--- src/rtl/mts_pkg.sv ---
package mts_pkg;

	localparam int DEF_STACK_DEPTH = 256;
	localparam int DEF_VALUE_WIDTH = 32;

	localparam logic [1:0] CMD_PUSH = 2'd0;
	localparam logic [1:0] CMD_POP  = 2'd1;
	localparam logic [1:0] CMD_READ = 2'd2;

	localparam logic [1:0] ST_OK    = 2'd0;
	localparam logic [1:0] ST_FULL  = 2'd1;
	localparam logic [1:0] ST_EMPTY = 2'd2;

	// commands from controller to datapath
	typedef struct packed {
		logic       push;     // write value on both stores as needed
		logic       pop;      // drop top, start read of the new top
		logic       take;     // record status of the accepted transaction
		logic [1:0] status;
		logic       capture;  // load read data into top and min registers
		logic       load_out; // copy current result into the output register
	} ctl_t;

	// status from datapath to controller
	typedef struct packed {
		logic full;
		logic empty;
	} sts_t;

endpackage

--- src/rtl/mts_ctrl.sv ---
module mts_ctrl (
	input  logic            clk,
	input  logic            arst_n,
	input  logic            in_valid,
	output logic            in_ready,
	input  logic [1:0]      cmd,
	output logic            out_valid,
	input  logic            out_ready,
	input  mts_pkg::sts_t   sts,
	output mts_pkg::ctl_t   ctl
);
	import mts_pkg::*;

	localparam logic S_IDLE  = 1'b0;
	localparam logic S_FETCH = 1'b1;

	logic state_q;
	logic pending_q;
	logic out_valid_q;
	logic load_out;
	logic accept;
	logic do_push;
	logic do_pop;

	assign load_out = pending_q && (!out_valid_q || out_ready);
	assign in_ready = (state_q == S_IDLE) && (!pending_q || load_out);
	assign accept   = in_valid && in_ready;
	assign do_push  = accept && (cmd == CMD_PUSH) && !sts.full;
	assign do_pop   = accept && (cmd == CMD_POP) && !sts.empty;

	always_comb begin
		ctl          = '0;
		ctl.push     = do_push;
		ctl.pop      = do_pop;
		ctl.take     = accept;
		ctl.capture  = (state_q == S_FETCH);
		ctl.load_out = load_out;
		case (cmd)
			CMD_PUSH: ctl.status = sts.full ? ST_FULL : ST_OK;
			CMD_POP:  ctl.status = sts.empty ? ST_EMPTY : ST_OK;
			default:  ctl.status = ST_OK;
		endcase
	end

	always_ff @(posedge clk or negedge arst_n) begin
		if (!arst_n) begin
			state_q     <= S_IDLE;
			pending_q   <= 1'b0;
			out_valid_q <= 1'b0;
		end else begin
			case (state_q)
				S_IDLE:  state_q <= do_pop ? S_FETCH : S_IDLE;
				default: state_q <= S_IDLE;
			endcase
			// a pop result is ready only once the read data is captured
			if ((accept && !do_pop) || state_q == S_FETCH)
				pending_q <= 1'b1;
			else if (load_out)
				pending_q <= 1'b0;
			if (load_out)
				out_valid_q <= 1'b1;
			else if (out_ready)
				out_valid_q <= 1'b0;
		end
	end

	assign out_valid = out_valid_q;

endmodule

--- config.mk ---
export PLATFORM = sky130hd
export DESIGN_NAME = mts_ctrl
export DESIGN_NICKNAME = d
export VERILOG_FILES = /design/src/rtl/mts_pkg.sv /design/src/rtl/mts_ctrl.sv
export SDC_FILE = /design/constraint.sdc
export NUM_CORES = 1
export LEC_CHECK = 0
export BUFFER_PORTS_ARGS = -buffer_cell sky130_fd_sc_hd__buf_2
export CAP_MARGIN = 10
export CORE_AREA = 2 2 39 41
export CTS_CLUSTER_DIAMETER = 200
export DETAILED_ROUTE_END_ITERATION = 8
export DIE_AREA = 0 0 41 43
export GPL_TIMING_DRIVEN = 0
export PLACE_DENSITY_LB_ADDON = 0.08
export SLEW_MARGIN = 20
export SYNTH_ARGS = -nofsm -noshare
export SYNTH_HDL_FRONTEND = slang
export SYNTH_SLANG_ARGS = --single-unit
--- constraint.sdc ---
create_clock -name clk -period 2.14 [get_ports clk]
set_input_delay 0.642 -clock clk [delete_from_list [all_inputs] [get_ports clk]]
set_output_delay 0.642 -clock clk [all_outputs]
set_load 0.05 [all_outputs]
# Word level (Yosys, flattened, before mapping)
# Index checks and enable logic that the tools add are counted.
# word_totals
in_bits	8
reg_bits	3
out_inout_bits	9
# op_classes
n_bitwise	1
n_mux	9
n_reduce_logical	19
eq_ne	1
# ops
cell	n
$logic_and 1x1->1	8
$mux 1	7
$logic_not 1->1	5
$pmux 2 s2	1
$reduce_bool 2->1	2
$logic_or 1x1->1	3
$eq 2x1->1 const B	1
$logic_not 2->1	1
$mux 2	1
$not 1->1	1

# Longest topological paths before layout
# Gate-level depths: netlist of the first run.
# logic_depth
ltp_word	12
ltp_mapped	4

# Worst setup path before layout of the first run
# OpenSTA, ideal clock, no wires.
# synth_timing
path_type	input to output
start	input cmd[1]
end	output ctl[2] in the netlist's numbering
cell_stages	1
arrival_time_ns	1.800
slack_ns	-0.302
required_ns	1.498
path_cell_list	nor3b_1
# synth_via
elab_chain_cells	2
elab_cells_between_ends	3
classes_between	eq/ne: 1; mux: 1; reduce/logical: 1
# synth_rtl
element	line	source
start: declaration	mts_ctrl.sv:6	input logic [1:0] cmd,
$eq 2x1->1 or $logic_not 2->1 (tied branches)	mts_ctrl.sv:38	case (cmd)
$pmux 2 s2 *	mts_ctrl.sv:38	
end: declaration	mts_ctrl.sv:10	output mts_pkg::ctl_t ctl
# Every way passes the cells marked *; elsewhere a longest branch is shown, timed or not.

# Worst setup path in the final report of the first run
# layout_timing
start	input cmd[1]
end	output ctl[5] in the netlist's numbering
# layout_via
elab_chain_cells	3
# layout_rtl
element	line	source
$eq 2x1->1	mts_ctrl.sv:29	assign do_pop = accept && (cmd == CMD_POP) && !sts.empty;
$logic_and 1x1->1 (2 in series)	mts_ctrl.sv:29	
# No other way between the ends.

==> results of run 1 <==
==> where the power goes <==
part	switching, W	total, W	internal, W
logic	0.0000601	0.0000995	0.0000395
clock network	0.0000267	0.0000964	0.0000697
registers	0.00000287	0.0000645	0.0000616
==> path summary, 6_finish.rpt <==
kind / start / endpoint / slack [ns] / cells past startpoint
min reg2reg: pending_q$_DFFE_PN0P_ / out_valid$_DFFE_PN0P_ / 0.48 / 1
max reg2reg: pending_q$_DFFE_PN0P_ / pending_q$_DFFE_PN0P_ / 1.10 / 2
max in group asynchronous: arst_n / out_valid$_DFFE_PN0P_ / 1.84 / 1
min in group clk: pending_q$_DFFE_PN0P_ / out_valid$_DFFE_PN0P_ / 0.48 / 1
max: cmd[1] / ctl[5] / -0.001 / 5
min: arst_n / state_q$_DFF_PN0_ / 0.20 / 1
==> cell usage in the layout (no fill, tap or decap) <==
cell	count
buf_2	9
buf_6	3
and2_1	1
clkbuf_4	4
and3b_2	2
buf_8	3
nor2_2	1
nor3_2	2
nor3_1	1
or3b_4	1
nor3b_2	1
clkbuf_1	1
dfrtp_1	3
a211o_1	1
or3_4	1
nand2b_1	3
nor2_1	1
buf_4	7
==> routing by layer <==
metal	global-route usage	up-vias	routed length (µm)
met3	0.0314	0	48
met2	0.122	13	280
li1	-	117	-
met1	0.0839	100	198
met4	0.0600	0	0
met5	0	-	0
==> area by class of cell <==
| class | count | area, µm² |
|---|---|---|
| clock buffer | 4 | 26.3 |
| timing repair buffer | 18 | 146 |
| fill | 158 | 955 |
| sequential | 3 | 75.1 |
| tap | 16 | 20.0 |
| multi-input combinational | 15 | 124 |
| buffer | 5 | 37.5 |
==> timing repair <==
item | 4_1_cts | 5_1_grt
setup endpoints to repair | 3 | 3
pin swaps | 4 | 4
gates resized for setup | 17 | 2
endpoints found under the hold margin | 0 | 0
buffers inserted | 0 | 2
==> cells by family after synthesis <==
logic type             count (synthesis)
buffers and inverters                  6
DFF                                    3
and+or+nand+nor                       14
AOI/OAI and AO/OA                      1
==> state kept, by name, summed over array words and instances (netlist names) <==
signal     flops
out_valid      1
state_q        1
pending_q      1
==> worst max-delay path, stage by stage <==
cell,delay [ns]
buf_8,0.10
or3b_4,0.40
nor3_2,0.10
buf_4,0.13
buf_8,0.13
==> metrics by stage <==
stage | setup TNS, ns | instance area, µm² | total power (W) | hold slack [ns]
finish | -0.00115 | 429 | 0.000260 | 0.200
global route | -0.0346 | 429 | 0.000283 | 0.189
CTS | -0.0828 | 408 | 0.000262 | 0.194
detailed placement | -0.544 | 323 | 0.000152 | 0.439
global placement | -0.542 | 323 | 0.000151 | 0.437
floorplan | 0 | 223 | 0.000130 | 0.346
==> results.tsv, run 1 <==
metric	value	unit
Starting DRT DRC Count	0	
Placed Cells	56	
Die W	41	µm
largest family of logic cells by synthesized area	simple AND/OR/NAND/NOR gates	
post-layout net count	54	
GRT Total Usage	0.0804	
Worst VDD drop	0.197	mV
post-synth top area share	0.349	
CTS Buf Count	3	
core box area	1380	µm²
clock sinks	3	
RSZ-0062 raised after global routing	true	
actual slew at the worst max-slew pin	0.252	ns
cts hold-fix bufs	0	
CP Max Fanout	3	
crit path kind	in2out	
Root Buffer	clkbuf_4	
Core Util, Final	0.310	
Tmin final	2.14	ns
Final Non-Filler Cells	61	
port bufs	16	
Synth Area in Adders	0	
Static Leak	0.219	nW
Final Max Slew Viols	0	
synth-to-layout area growth	99.4	%
routability cong.	0.625	
status	finished with violations	
max-cap viol count	0	
worst setup margin	-0.00115	ns
Slew headroom	0.833	
EDFF count, synth	0	
Skew-Pair Late Insertion Delay	0.23	ns
compound-cell area share of the yosys netlist	0.0407	
Clock Tree Buf Depth	2	
Post-synth top cells	buf_4 (5), dfrtp_1 (3), nand2b_1 (3), nor3_1 (3), nor2_1 (2)	
Cells after Synth	24	
Routed WL	527	µm
I/O pins	17	
hold crit path type	in2async	
ANT cells	0	
Mapped Area	215	µm²
WP data arrival	1.50	ns
pin count of the biggest net entering global routing	7	
Worst Setup End Kind	output pin	
Std-Cell Rows	14	
initial antenna violation count	0	
setup violation total in the final timing report	1	
Post-Synth Simple-Gate Area	0.419	
post-synthesis register bit count	3	
Synth area leaders	dfrtp_1 (35%), buf_4 (17%), nand2b_1 (8.7%)	
Main synth FF type	dfrtp_1	
Final period util	1.00	
dpl ws	-0.255	ns
Seq/Total Area, Yosys	0.349	
number of warnings issued by yosys	0	
pwr/cell area	607	nW/µm²
CTS H-tree depth	1	
Layout Skew	0.000490	ns
DR vias	230	
mux cell area share after synthesis	0	
first-pass GRT wire length	952	µm
Req. time, crit path	1.50	ns
DRC viols	0	
layout cells sized above 1	0.756	
area leader, netlist	dfrtp_1	
CTS tree	done	
Synth Area per Inst	8.97	µm²
Post-Synth XOR/XNOR Area	0	
Post-Syn Nets	32	
Starting Density	0.156	
Chip Height	43	µm
count leader, synth	buf_4	
Clock Pin Slew Worst Setup and Hold Paths	0.04	ns
Vias/cell	3.77	
fmax	467	MHz
final hold violations	0	
vias in the first global route	253	
failing checks	negative setup slack	
die area	1760	µm²
Synth async-reset ratio	1.00	
drt pass-1 iters	1	
grt ovf	0	
WL/cell	8.64	µm
Final ANT Viol Nets	0	
Cell variety after synth	13	
CP Launch Type	input port	
(Power assumes the default switching activity.)
==> inputs of run 2 (changes only) <==
Settings changed: ABC_AREA from default to 1.
==> run 2 against run 1 <==
Compared with the run above:
- the run now ends clean
- total power is 3.8% lower
- sequential cell count unchanged
- clock skew is essentially flat
- utilization decreased by 5.2 points
- sequential power is 2% higher
- first-iteration DRC count up 3
- critical path type unchanged
- largest cell class unchanged
==> results.tsv, run 2 <==
metric	value	unit	change
Worst Setup End Kind	output pin		unchanged
Synth async-reset ratio	1.00		unchanged
setup violation total in the final timing report	0		was 1
Internal Power	0.000157	W	was 0.000171 W
status	complete, no violations		was finished with violations
crit path cell chain	buf_2 > inv_1 > nand3_1 > nor2_1 > buf_4 > clkbuf_4		was buf_8 > or3b_4 > nor3_2 > buf_4 > buf_8
CTS tree	done		unchanged
largest family of logic cells by synthesized area	simple AND/OR/NAND/NOR gates		unchanged
Main synth FF type	dfrtp_1		unchanged
Gate power share	0.351		was 0.382
DRC viols	0		unchanged
Switching Fraction	0.371		was 0.344
hold crit path type	in2async		unchanged
Post-synth top cells	nand2_1 (7), buf_4 (5), nor2_1 (5), inv_1 (4)		was buf_4 (5), dfrtp_1 (3), nand2b_1 (3), nor3_1 (3), nor2_1 (2)
post-synth top area share	0.335		was 0.349
initial antenna violation count	0		unchanged
DP HPWL	417	µm	
Synth Area in Adders	0		unchanged
Req. time, crit path	1.50	ns	about the same
Slew headroom	0.834		was 0.833
Skew-Pair Late Insertion Delay	0.23	ns	about the same
CP max stage delay	0.21	ns	was 0.40 ns
GRT Total Usage	0.0711		was 0.0804
pwr/cell area	700	nW/µm²	was 607 nW/µm²
actual slew at the worst max-slew pin	0.251	ns	was 0.252 ns
Final Non-Filler Cells	69		was 61
ANT cells	0		unchanged
synth-to-layout area growth	59.8	%	was 99.4%
crit path max-delay cell type	clkbuf_4		was or3b_4
mux cell area share after synthesis	0		unchanged
Clock Tree Buf Depth	2		unchanged
compound-cell area share of the yosys netlist	0.0223		was 0.0407
Starting DRT DRC Count	3		was 0
WL/cell	7.29	µm	was 8.64 µm
CTS Buf Count	3		unchanged
Starting Density	0.162		was 0.156
Placed Cells	65		was 56
Layout Skew	0.000584	ns	was 0.000490 ns
Synth Area per Inst	6.79	µm²	was 8.97 µm²
Mapped Area	224	µm²	was 215 µm²
Std-Cell Rows	14		unchanged
Most Used Layer, Global Route	met2		unchanged
EDFF count, synth	0		unchanged
crit path kind	in2out		unchanged
most frequent cells in the layout	buf_2 (15), nand2_1 (7), nor2_1 (5), buf_4 (5)		was buf_2 (9), buf_4 (7), clkbuf_4 (4)
worst setup margin	0.0958	ns	was -0.00115 ns
Post-Syn Nets	41		was 32
post-synthesis register bit count	3		unchanged
final hold violations	0		unchanged
area leader, netlist	dfrtp_1		unchanged
Clock Pin Slew Worst Setup and Hold Paths	0.04	ns	about the same
Root Buffer	clkbuf_4		unchanged
Vias/cell	3.70		was 3.77
core box area	1380	µm²	unchanged
first-pass GRT wire length	814	µm	was 952 µm
Final ANT Viol Nets	0		unchanged
max-cap viol count	0		unchanged
commonest non-fill, non-tap cell in the layout	buf_2		unchanged
Die W	41	µm	unchanged
Post-Synth XOR/XNOR Area	0		unchanged
drt pass-1 iters	3		was 1
Cells after Synth	33		was 24
Cell variety after synth	11		was 13
Final Max Slew Viols	0		unchanged
port bufs	16		unchanged
Cell Area, Placed	329	µm²	was 323 µm²
met3 Resource Use GR	0.0314		unchanged
met1 Track Usage GR	0.0831		was 0.0839
layout cells sized above 1	0.585		was 0.756
Reg power frac	0.262		was 0.248
TNS Setup	0	ns	was -0.00115 ns
CP bufs+invs	4		was 3
fmax	489	MHz	was 467 MHz
DR vias	255		was 230
grt ovf	0		unchanged
Routed WL	503	µm	was 527 µm
count leader, synth	nand2_1		was buf_4
die area	1760	µm²	unchanged
pin count of the biggest net entering global routing	5		was 7
Static Leak	0.224	nW	was 0.219 nW
clock sinks	3		unchanged
WP data arrival	1.40	ns	was 1.50 ns
vias in the first global route	235		was 253
post-layout net count	62		was 54
number of warnings issued by yosys	0		unchanged
Post-Synth Simple-Gate Area	0.335		was 0.419
NetSw	0.0000930	W	was 0.0000896 W
Final period util	0.955		was 1.00
Synth area leaders	dfrtp_1 (34%), buf_4 (17%), nand2_1 (12%)		was dfrtp_1 (35%), buf_4 (17%), nand2b_1 (8.7%)
Tmin final	2.04	ns	was 2.14 ns
dpl ws	0.0713	ns	was -0.255 ns
CTS H-tree depth	1		unchanged
CP Max Fanout	3		unchanged
Worst VDD drop	0.156	mV	was 0.197 mV
Clk pwr share	0.387		was 0.370
final instance area	358	µm²	was 429 µm²
Chip Height	43	µm	unchanged
CP delay by family, top	buffers and inverters		was simple AND/OR/NAND/NOR gates
I/O pins	17		unchanged
RSZ-0062 raised after global routing	false		was true
Seq/Total Area, Yosys	0.335		was 0.349
routability cong.	0.573		was 0.625
met2 usage	0.0938		was 0.122
CP Launch Type	input port		unchanged
[run 2: cell count changes in the layout (fill, tap and decap cells not counted), sizes merged, moves of 3 or more]
cell	previous run	this run
nor2	2	5
nand2b	3	0
inv	0	7
nand2	0	7
nand3	0	3
[run 2: area by class of cell]
class / count / area [µm²]
plain buffers: 5 / 37.5
inverters: 8 / 31.3
repair buffers: 16 / 82.6
flip-flops and latches: 3 / 75.1
clock buffers: 4 / 26.3
multi-input cells: 17 / 85.1
fillers: 164 / 1030
well taps: 16 / 20.0
[run 2: final timing paths]
path	from	to	slack, ns	cells past startpoint
worst max-delay path	cmd[1]	ctl[5]	0.1	6
worst min-delay path	arst_n	out_valid$_DFFE_PN0P_	0.20	1
worst max register to register	out_valid$_DFFE_PN0P_	pending_q$_DFFE_PN0P_	1.37	4
worst min register to register	pending_q$_DFFE_PN0P_	out_valid$_DFFE_PN0P_	0.50	2
max in group asynchronous	arst_n	state_q$_DFF_PN0_	1.83	1
min in group clk	pending_q$_DFFE_PN0P_	out_valid$_DFFE_PN0P_	0.50	2
[run 2: cell families after synthesis]
logic type | count (synthesis)
DFF | 3
buffers and inverters | 13
and+or+nand+nor | 16
AOI/OAI and AO/OA | 1
[run 2: per-stage QoR]
stage	total power [W]	hold slack, ns	utilization
after global routing	0.000270	0.194	0.259
final	0.000250	0.201	0.259
after global placement	0.000155	0.442	0.238
after detailed placement	0.000155	0.441	0.238
after floorplan	0.000132	0.346	-
after CTS	0.000256	0.194	0.257
[run 2: what timing repair did]
item                                    4_1_cts  5_1_grt
resized for setup                             0        1
hold buffers                                  0        0
setup buffers                                 0        0
endpoints found under the setup margin        0        1
[run 2: power groups by stage]
stage               logic [W]  clock network (W)  registers (W)
floorplan           0.0000593                  0      0.0000728
global placement    0.0000890                  0      0.0000664
detailed placement  0.0000883                  0      0.0000667
CTS                 0.0000889           0.000102      0.0000658
global route        0.0000952           0.000109      0.0000664
finish              0.0000880          0.0000970      0.0000655
[run 2: per-layer routing]
layer  vias up  part of all wire
li1        131                 -
met1       110              0.39
met2        14              0.50
met3         0              0.11
met4         0                 0
met5         -                 0
